File: src/hdl/szr_pkg.sv
`default_nettype none
package szr_pkg;

  localparam logic [31:0] ZipMagic   = 32'h04034b50;
  localparam logic [4:0]  HdrLen     = 5'd30;
  localparam logic [4:0]  OffMethod  = 5'd8;
  localparam logic [4:0]  OffSize    = 5'd18;
  localparam logic [4:0]  OffName    = 5'd26;
  localparam logic [4:0]  OffExtra   = 5'd28;
  localparam logic [15:0] MaxEntriesReset = 16'd1024;

  typedef enum logic [2:0] {
    PH_HEADER  = 3'd0,
    PH_NAME    = 3'd1,
    PH_EXTRA   = 3'd2,
    PH_DATA    = 3'd3,
    PH_STOPPED = 3'd4
  } phase_e;

  typedef enum logic [1:0] {
    FAIL_NONE       = 2'd0,
    FAIL_COMPRESSED = 2'd1,
    FAIL_TOO_MANY   = 2'd2
  } fail_e;

  typedef enum logic [1:0] {
    KIND_ENTRY  = 2'd0,
    KIND_NAME   = 2'd1,
    KIND_DATA   = 2'd2,
    KIND_STATUS = 2'd3
  } kind_e;

  typedef enum logic [2:0] {
    ST_OK         = 3'd0,
    ST_EMPTY      = 3'd1,
    ST_TRUNCATED  = 3'd2,
    ST_COMPRESSED = 3'd3,
    ST_TOO_MANY   = 3'd4
  } status_e;

  typedef struct packed {
    phase_e      phase;
    logic [4:0]  header_pos;
    logic [31:0] signature_word;
    logic [15:0] method_word;
    logic [31:0] entry_size;
    logic [15:0] name_length;
    logic [15:0] extra_length;
    logic [31:0] bytes_left;
    logic [15:0] entries_seen;
    fail_e       pending_fail;
  } parse_state_t;

  typedef struct packed {
    kind_e       kind;
    logic [31:0] value;
    logic [15:0] entry_index;
    logic        done;
    status_e     status;
    logic [15:0] entry_total;
  } result_t;

  typedef struct packed {
    phase_e      phase;
    logic [31:0] bytes_left;
  } section_t;

  localparam parse_state_t StateReset = '{
    phase:          PH_HEADER,
    header_pos:     5'd0,
    signature_word: 32'd0,
    method_word:    16'd0,
    entry_size:     32'd0,
    name_length:    16'd0,
    extra_length:   16'd0,
    bytes_left:     32'd0,
    entries_seen:   16'd0,
    pending_fail:   FAIL_NONE
  };

  // first non-empty section at or after 'from'; otherwise the entry closes
  function automatic section_t enter_section(input phase_e      from,
                                             input logic [15:0] name_len,
                                             input logic [15:0] extra_len,
                                             input logic [31:0] size,
                                             input fail_e       pending,
                                             input logic [31:0] cur_left);
    section_t s;
    s.bytes_left = cur_left;
    if (from <= PH_NAME && name_len != 16'd0) begin
      s.phase      = PH_NAME;
      s.bytes_left = {16'd0, name_len};
    end else if (from <= PH_EXTRA && extra_len != 16'd0) begin
      s.phase      = PH_EXTRA;
      s.bytes_left = {16'd0, extra_len};
    end else if (from <= PH_DATA && size != 32'd0) begin
      s.phase      = PH_DATA;
      s.bytes_left = size;
    end else begin
      s.phase = (pending != FAIL_NONE) ? PH_STOPPED : PH_HEADER;
    end
    return s;
  endfunction

endpackage
`default_nettype wire

File: src/hdl/stored_zip_reader_core.sv
// Stored zip reader: parses the local headers of an archive of stored entries.
// Input stream: one archive byte per request on s_axis_tdata, s_axis_tlast on
// the last byte of the archive. Output stream: one result per request that
// produces one; kind on m_axis_tuser (entry header, name byte, data byte or
// status only), value, entry index, status and entry total on m_axis_tdata, m_axis_tlast
// on the result of the last archive byte, which always appears and carries the final
// status. Otherwise extra bytes, and header bytes but an accepted header's last, give none.
// The config channel writes max_entries (16 bits, 1024 after reset); write it
// only between archives. cfg_ready_o is always high.
// Throughput: one byte per cycle while s_axis_tready is high. The parser state
// advances in the same cycle a byte is taken; its result sits in the output
// register the next cycle. s_axis_tready follows the output register: it stays
// high while that register is empty or is being drained, and drops while the
// receiver stalls with a result held.
// Reset clears the parser and the output valid flag and restores max_entries.
// After the last archive byte the parser returns to its reset state.
`default_nettype none
module stored_zip_reader_core (
  input  wire logic        clk_i,
  input  wire logic        rst_ni,
  input  wire logic        cfg_valid_i,
  output logic             cfg_ready_o,
  input  wire logic [15:0] cfg_data_i,     // max_entries
  input  wire logic        s_axis_tvalid,
  output logic             s_axis_tready,
  input  wire logic [7:0]  s_axis_tdata,   // [7:0] byte_in
  input  wire logic        s_axis_tlast,   // final_byte
  output logic             m_axis_tvalid,
  input  wire logic        m_axis_tready,
  output logic [71:0]      m_axis_tdata,   // [31:0] value, [47:32] entry_index,
                                           // [50:48] status, [66:51] entry_total,
                                           // [71:67] zero
  output logic [1:0]       m_axis_tuser,   // [1:0] kind
  output logic             m_axis_tlast    // done_res
);
  import szr_pkg::*;

  parse_state_t st_q, st_d;
  logic [15:0]  max_entries_q;
  logic         emit;
  result_t      step_res;
  result_t      out_res;
  logic         s_fire;

  assign cfg_ready_o = 1'b1;
  assign s_fire      = s_axis_tvalid && s_axis_tready;

  szr_step u_step (
    .st_i          (st_q),
    .byte_i        (s_axis_tdata),
    .final_i       (s_axis_tlast),
    .max_entries_i (max_entries_q),
    .st_o          (st_d),
    .emit_o        (emit),
    .res_o         (step_res)
  );

  always_ff @(posedge clk_i or negedge rst_ni) begin
    if (!rst_ni) begin
      st_q          <= StateReset;
      max_entries_q <= MaxEntriesReset;
    end else begin
      if (s_fire) begin
        st_q <= st_d;
      end
      if (cfg_valid_i) begin
        max_entries_q <= cfg_data_i;
      end
    end
  end

  szr_out_reg u_out (
    .clk_i       (clk_i),
    .rst_ni      (rst_ni),
    .in_valid_i  (s_axis_tvalid && emit),
    .in_ready_o  (s_axis_tready),
    .in_res_i    (step_res),
    .out_valid_o (m_axis_tvalid),
    .out_ready_i (m_axis_tready),
    .out_res_o   (out_res)
  );

  assign m_axis_tdata = {5'd0, out_res.entry_total, out_res.status,
                         out_res.entry_index, out_res.value};
  assign m_axis_tuser = out_res.kind;
  assign m_axis_tlast = out_res.done;

  a_final_resets: assert property (@(posedge clk_i) disable iff (!rst_ni)
    s_fire && s_axis_tlast |=> st_q.phase == PH_HEADER && st_q.entries_seen == 16'd0
                               && st_q.pending_fail == FAIL_NONE)
    else $error("parser not cleared after last byte");

  a_final_result: assert property (@(posedge clk_i) disable iff (!rst_ni)
    s_fire && s_axis_tlast |=> m_axis_tvalid && m_axis_tlast)
    else $error("last byte gave no final result");

  a_status_only_done: assert property (@(posedge clk_i) disable iff (!rst_ni)
    m_axis_tvalid && m_axis_tuser == KIND_STATUS |-> m_axis_tlast)
    else $error("status-only result without done");

  a_pos_idle: assert property (@(posedge clk_i) disable iff (!rst_ni)
    st_q.phase != PH_HEADER |-> st_q.header_pos == 5'd0)
    else $error("header position left nonzero outside header");

  a_pos_range: assert property (@(posedge clk_i) disable iff (!rst_ni)
    st_q.header_pos < HdrLen)
    else $error("header position out of range");

endmodule
`default_nettype wire

File: src/hdl/szr_step.sv
`default_nettype none
module szr_step (
  input  wire szr_pkg::parse_state_t st_i,
  input  wire logic [7:0]       byte_i,
  input  wire logic             final_i,
  input  wire logic [15:0]      max_entries_i,
  output szr_pkg::parse_state_t st_o,
  output logic                  emit_o,
  output szr_pkg::result_t      res_o
);
  import szr_pkg::*;

  parse_state_t nxt;
  result_t      res;
  logic         emit;
  logic [4:0]   p;
  logic [4:0]   pos_inc;
  logic [4:0]   lane;
  section_t     sect;
  phase_e       after;

  always_comb begin
    nxt     = st_i;
    emit    = 1'b0;
    res     = '0;
    res.kind   = KIND_STATUS;
    res.status = ST_OK;
    p       = st_i.header_pos;
    pos_inc = p + 5'd1;
    lane    = 5'd0;
    sect    = '{phase: st_i.phase, bytes_left: st_i.bytes_left};
    after   = PH_STOPPED;

    unique case (st_i.phase)
      PH_HEADER: begin
        if (p == 5'd0) begin
          nxt.signature_word = 32'd0;
          nxt.method_word    = 16'd0;
          nxt.entry_size     = 32'd0;
          nxt.name_length    = 16'd0;
          nxt.extra_length   = 16'd0;
        end
        // little-endian fields; each lane is written once per header
        if (p < 5'd4) begin
          nxt.signature_word[{p[1:0], 3'b000} +: 8] = byte_i;
        end else if (p >= OffMethod && p < OffMethod + 5'd2) begin
          lane = p - OffMethod;
          nxt.method_word[{lane[0], 3'b000} +: 8] = byte_i;
        end else if (p >= OffSize && p < OffSize + 5'd4) begin
          lane = p - OffSize;
          nxt.entry_size[{lane[1:0], 3'b000} +: 8] = byte_i;
        end else if (p >= OffName && p < OffName + 5'd2) begin
          lane = p - OffName;
          nxt.name_length[{lane[0], 3'b000} +: 8] = byte_i;
        end else if (p >= OffExtra && p < OffExtra + 5'd2) begin
          lane = p - OffExtra;
          nxt.extra_length[{lane[0], 3'b000} +: 8] = byte_i;
        end
        nxt.header_pos = pos_inc;
        if (pos_inc >= HdrLen) begin
          nxt.header_pos = 5'd0;
          if (nxt.signature_word != ZipMagic) begin
            nxt.phase = PH_STOPPED;
          end else begin
            if (nxt.method_word != 16'd0) begin
              nxt.pending_fail = FAIL_COMPRESSED;
            end else if (st_i.entries_seen >= max_entries_i) begin
              nxt.pending_fail = FAIL_TOO_MANY;
            end else begin
              emit            = 1'b1;
              res.kind        = KIND_ENTRY;
              res.value       = nxt.entry_size;
              res.entry_index = st_i.entries_seen;
              nxt.entries_seen = st_i.entries_seen + 16'd1;
            end
            sect = enter_section(PH_NAME, nxt.name_length, nxt.extra_length,
                                 nxt.entry_size, nxt.pending_fail, st_i.bytes_left);
            nxt.phase      = sect.phase;
            nxt.bytes_left = sect.bytes_left;
          end
        end
      end
      PH_NAME, PH_DATA: begin
        if (st_i.pending_fail == FAIL_NONE) begin
          emit            = 1'b1;
          res.kind        = (st_i.phase == PH_NAME) ? KIND_NAME : KIND_DATA;
          res.value       = {24'd0, byte_i};
          res.entry_index = st_i.entries_seen - 16'd1;
        end
        nxt.bytes_left = st_i.bytes_left - 32'd1;
        after = (st_i.phase == PH_NAME) ? PH_EXTRA : PH_STOPPED;
        if (st_i.bytes_left == 32'd1) begin
          sect = enter_section(after, st_i.name_length, st_i.extra_length,
                               st_i.entry_size, st_i.pending_fail, nxt.bytes_left);
          nxt.phase      = sect.phase;
          nxt.bytes_left = sect.bytes_left;
        end
      end
      PH_EXTRA: begin
        nxt.bytes_left = st_i.bytes_left - 32'd1;
        if (st_i.bytes_left == 32'd1) begin
          sect = enter_section(PH_DATA, st_i.name_length, st_i.extra_length,
                               st_i.entry_size, st_i.pending_fail, nxt.bytes_left);
          nxt.phase      = sect.phase;
          nxt.bytes_left = sect.bytes_left;
        end
      end
      default: begin
      end
    endcase

    if (final_i) begin
      res.done        = 1'b1;
      res.entry_total = nxt.entries_seen;
      // truncation first, then a refused entry, then the empty check
      if (nxt.phase == PH_NAME || nxt.phase == PH_EXTRA || nxt.phase == PH_DATA) begin
        res.status = ST_TRUNCATED;
      end else if (nxt.pending_fail == FAIL_COMPRESSED) begin
        res.status = ST_COMPRESSED;
      end else if (nxt.pending_fail == FAIL_TOO_MANY) begin
        res.status = ST_TOO_MANY;
      end else begin
        res.status = (nxt.entries_seen == 16'd0) ? ST_EMPTY : ST_OK;
      end
      nxt = StateReset;
    end
  end

  assign st_o   = nxt;
  assign emit_o = emit | final_i;
  assign res_o  = res;

endmodule
`default_nettype wire

File: src/hdl/szr_out_reg.sv
`default_nettype none
module szr_out_reg (
  input  wire logic             clk_i,
  input  wire logic             rst_ni,
  input  wire logic             in_valid_i,
  output logic                  in_ready_o,
  input  wire szr_pkg::result_t in_res_i,
  output logic                  out_valid_o,
  input  wire logic             out_ready_i,
  output szr_pkg::result_t      out_res_o
);
  import szr_pkg::*;

  logic    valid_q, valid_d;
  result_t res_q;
  logic    load;

  // free slot, or the held result leaves this cycle
  assign in_ready_o = !valid_q || out_ready_i;
  assign load       = in_valid_i && in_ready_o;

  always_comb begin
    valid_d = valid_q;
    if (load) begin
      valid_d = 1'b1;
    end else if (out_ready_i) begin
      valid_d = 1'b0;
    end
  end

  always_ff @(posedge clk_i or negedge rst_ni) begin
    if (!rst_ni) begin
      valid_q <= 1'b0;
    end else begin
      valid_q <= valid_d;
    end
  end

  always_ff @(posedge clk_i) begin
    if (load) begin
      res_q <= in_res_i;
    end
  end

  assign out_valid_o = valid_q;
  assign out_res_o   = res_q;

endmodule
`default_nettype wire

File: config.mk
export PLATFORM = sky130hd
export DESIGN_NAME = stored_zip_reader_core
export DESIGN_NICKNAME = d
export VERILOG_FILES = /design/src/hdl/szr_pkg.sv /design/src/hdl/stored_zip_reader_core.sv /design/src/hdl/szr_step.sv /design/src/hdl/szr_out_reg.sv
export SDC_FILE = /design/constraint.sdc
export NUM_CORES = 1
export LEC_CHECK = 0
export BUFFER_PORTS_ARGS = -buffer_cell sky130_fd_sc_hd__buf_4
export CORE_ASPECT_RATIO = 0.5
export CORE_MARGIN = 5
export CORE_UTILIZATION = 30
export DETAILED_ROUTE_END_ITERATION = 7
export PLACE_DENSITY_LB_ADDON = 0.1
export SLEW_MARGIN = 0
export SYNTH_ARGS = -nofsm -noshare
export SYNTH_HDL_FRONTEND = slang
export SYNTH_SLANG_ARGS = --single-unit
File: constraint.sdc
create_clock -name clk_i -period 9.9 [get_ports clk_i]
set_input_delay 0.99 -clock clk_i [delete_from_list [all_inputs] [get_ports clk_i]]
set_output_delay 0.99 -clock clk_i [all_outputs]
set_load 0.005 [all_outputs]
==> flow_summary_export.csv <==
group,metric,value,unit
clocking,numCtsBuffers,27,
logic_synthesis,synthFlopType,"dfrtp_1",
status,status,"completed",
grt,gr-usage-all-layers,0.2004,
clocking,clock_path_buffers,3,
logic_synthesis,synth-simple-area-share,0.2164,
detailed_routing,vias_per_cell,5.695,
power_and_ir_drop,netSwitchingFraction,0.2852,
grt,grt_overflow,0,
power_and_ir_drop,p_per_area,147.8,nW/um^2
logic_synthesis,synthArstFlopShare,0.7276,
placed_design,place_congestion,0.8586,
final_layout,drive_gt1_frac,0.1226,
critical_path,r2r_cells,11,
detailed_routing,drtIter0Drc,1657,
timing,clock.fmax,170.7,MHz
logic_synthesis,synth_seq_cells,257,
clocking,htree_levels,1,
critical_path,path_max_fanout,40,
detailed_routing,wl,57.63,mm
timing,slew_headroom,0.1008,
clocking,cts_tree,"done",
timing,timing.setup.tns,0,ns
flow_run,cap_viol_max_count,0,
final_layout,layout_common_cells,"nand2_1 (218), o21ai_0 (185), dfrtp_1 (185)",
detailed_routing,wl_per_cell,23.94,um
floorplan,io_pins,108,
power_and_ir_drop,leakagePower,7.103,nW
timing,min_period,5.858,ns
floorplan,core-area,50000,sq um
detailed_routing,ant_nets,0,
logic_synthesis,avgSynthCellArea,8.896,sq um
critical_path,reg2reg_to,"u_out.out_res_o[48]$_DFFE_PP_",
timing,finalSetupViolations,0,
clocking,cts_root_buf,"clkbuf_16",
logic_synthesis,yosysSeqAreaShare,0.4498,
logic_synthesis,ys.warnings.count,0,
clocking,clk_pin_slew,0.06,ns
floorplan,die-area,55120,sq um
logic_synthesis,synth_edf_count,70,
critical_path,cp.required,10.11,ns
grt,grt_pass1_vias,13100,
final_layout,syn2layout_area_growth,14.73,%
clocking,postCtsSetupBuffers,0,
timing,rsz0062_at_grt,"no",
grt,grt_pass1_wl,86.50,mm
logic_synthesis,synth_cells,1695,
detailed_routing,drt_drc_violations_left,0,
timing,worst_slew_pin_slew,1.336,ns
final_layout,final_util,0.3460,
timing,timing_hold_violations_final,0,
critical_path,worst-setup-path-type,"register to register",
grt,grt_max_degree,71,
timing,skew,0.01371,ns
final_layout,final_common_cell,"nand2_1",
critical_path,arrival,6.07,ns
power_and_ir_drop,total_power,2.558,mW
logic_synthesis,synth-compound-area-share,0.2426,
logic_synthesis,netlist_area,15080,sq um
critical_path,timing.rr.start,"st_q[162]$_DFFE_PN0P_",
clocking,cts_hold_buf,0,
logic_synthesis,synth_top_family_by_area,"compound AO/OA/AOI/OAI gates",
final_layout,nets,1784,
logic_synthesis,synth.area.mux_share,0.004232,
power_and_ir_drop,power_frac_comb,0.132,
timing,maxSlewViolCount,0,
placed_design,portBuffers,101,
power_and_ir_drop,switchingPower,0.7294,mW
critical_path,crit_path_start_kind,"register",
power_and_ir_drop,ir_drop,0.00008513,V
power_and_ir_drop,seqPwrFrac,0.445,
floorplan,start_util,0.3016,
power_and_ir_drop,pwr-share-clk,0.423,
floorplan,die_h,168.5,um
timing,period_share,0.5917,
placed_design,place_area,16390,sq um
clocking,cts_resized,0,
logic_synthesis,synthXorXnorAreaFrac,0.01975,
grt,antenna_found_initial,0,
detailed_routing,dr.pass1.iters,6,
final_layout,final_area,17300,sq um
clocking,cts_sinks,257,
logic_synthesis,synth_cell_types,82,
timing,whs,0.4025,ns
worst_hold_path,hold_class,"primary input to async pin",
final_layout,fillCellCount,5160,
floorplan,placementRows,58,
critical_path,reg2reg_setup_slack,4.04,ns
placed_design,hpwl,39.70,mm
critical_path,cp-end-kind,"register",
detailed_routing,vias,13710,
floorplan,die_w,327.1,um
clocking,clk_latency,0.57,ns
logic_synthesis,synthAdderAreaFrac,0.02323,
power_and_ir_drop,p_int,1.828,mW
[synthesized netlist by cell type (34+ instances only)]
| cell type | n | area [sq um] |
|---|---|---|
| clkbuf_1 | 101 | 379.1 |
| nor3_1 | 38 | 190.2 |
| a21oi_1 | 67 | 335.3 |
| edfxtp_1 | 70 | 2102 |
| a22o_1 | 87 | 762.0 |
| dfrtp_1 | 186 | 4654 |
| nor2_1 | 149 | 559.3 |
| o31ai_1 | 44 | 330.3 |
| nor4_1 | 34 | 212.7 |
| nand2_1 | 218 | 818.3 |
| o21ai_0 | 186 | 930.9 |
[area by class of cell]
type / count / area, sq um / share of cell area
Multi-Input combinational cell: 1281 / 7705 / 0.4454
Sequential cell: 257 / 6784 / 0.3922
Timing Repair Buffer: 125 / 944.7 / 0.05461
Tap cell: 660 / 825.8 / 0.04774
Clock buffer: 33 / 721.9 / 0.04173
Clock inverter: 16 / 187.7 / 0.01085
Inverter: 34 / 127.6 / 0.007377
Antenna cell: 1 / 2.502 / 0.0001447
[power groups by stage]
stage / clock (mW) / sequential (mW) / combinational (mW)
final: 1.08 / 1.14 / 0.337
after global routing: 1.16 / 1.14 / 0.365
after CTS: 1.11 / 1.14 / 0.335
after detailed placement: 0 / 1.16 / 0.334
after global placement: 0 / 1.16 / 0.335
after floorplan: 0 / 1.15 / 0.201
[sequential cells by signal (all words and copies together) (netlist names)]
signal             count
st_q                 170
max_entries_q         16
u_out.out_valid_o      1
u_out.out_res_o       70
[stage by stage]
step           worst slack, ns  cells
2_1_floorplan            2.775   1699
3_3_place_gp             4.220   2357
3_5_place_dp             4.096   2357
4_1_cts                  4.078   2406
5_1_grt                  3.698   2406
6_report                 4.042   2407
[cell families (layout without fill, tap and decap cells)]
kind of cell / Yosys count / count (layout)
other: 2 / 7
DFF: 257 / 257
and+or+nand+nor: 660 / 660
AOI/OAI and AO/OA: 547 / 547
muxes: 6 / 6
buffers and inverters: 161 / 208
adders and majority gates: 28 / 28
xor gates and xnor gates: 34 / 34
[worst max-delay path by stage]
stage	startpoint	to	slack, ns	cells past startpoint
6_report	st_q[162]$_DFFE_PN0P_	u_out.out_res_o[48]$_DFFE_PP_	4.04	11
5_1_grt	st_q[162]$_DFFE_PN0P_	u_out.out_res_o[40]$_DFFE_PP_	3.70	11
4_1_cts	st_q[162]$_DFFE_PN0P_	u_out.out_res_o[40]$_DFFE_PP_	4.08	11
3_5_place_dp	st_q[162]$_DFFE_PN0P_	u_out.out_res_o[42]$_DFFE_PP_	4.10	11
3_3_place_gp	st_q[162]$_DFFE_PN0P_	u_out.out_res_o[43]$_DFFE_PP_	4.22	11
2_1_floorplan	st_q[162]$_DFFE_PN0P_	u_out.out_res_o[0]$_SDFFCE_PN0P_	2.77	14
[per-layer routing]
layer,share of wire,global-route usage,up-vias
met1,0.49,0.3050,6729
li1,-,-,6346
met2,0.42,0.2931,553
met5,0,0,-
met4,0.025,0.04618,0
met3,0.070,0.03897,81
[critical path, cell delays in order (launching register included)]
cell	delay, ns
dfrtp_2	0.59
clkinv_1	0.44
ha_1	0.56
or4b_4	0.76
o31ai_1	0.15
o22ai_1	0.13
a211oi_2	0.93
nand2_2	0.43
nor2_2	0.23
nor3_1	0.10
nor2_4	0.57
buf_4	0.52
Power figures use the tool's default switching activity.
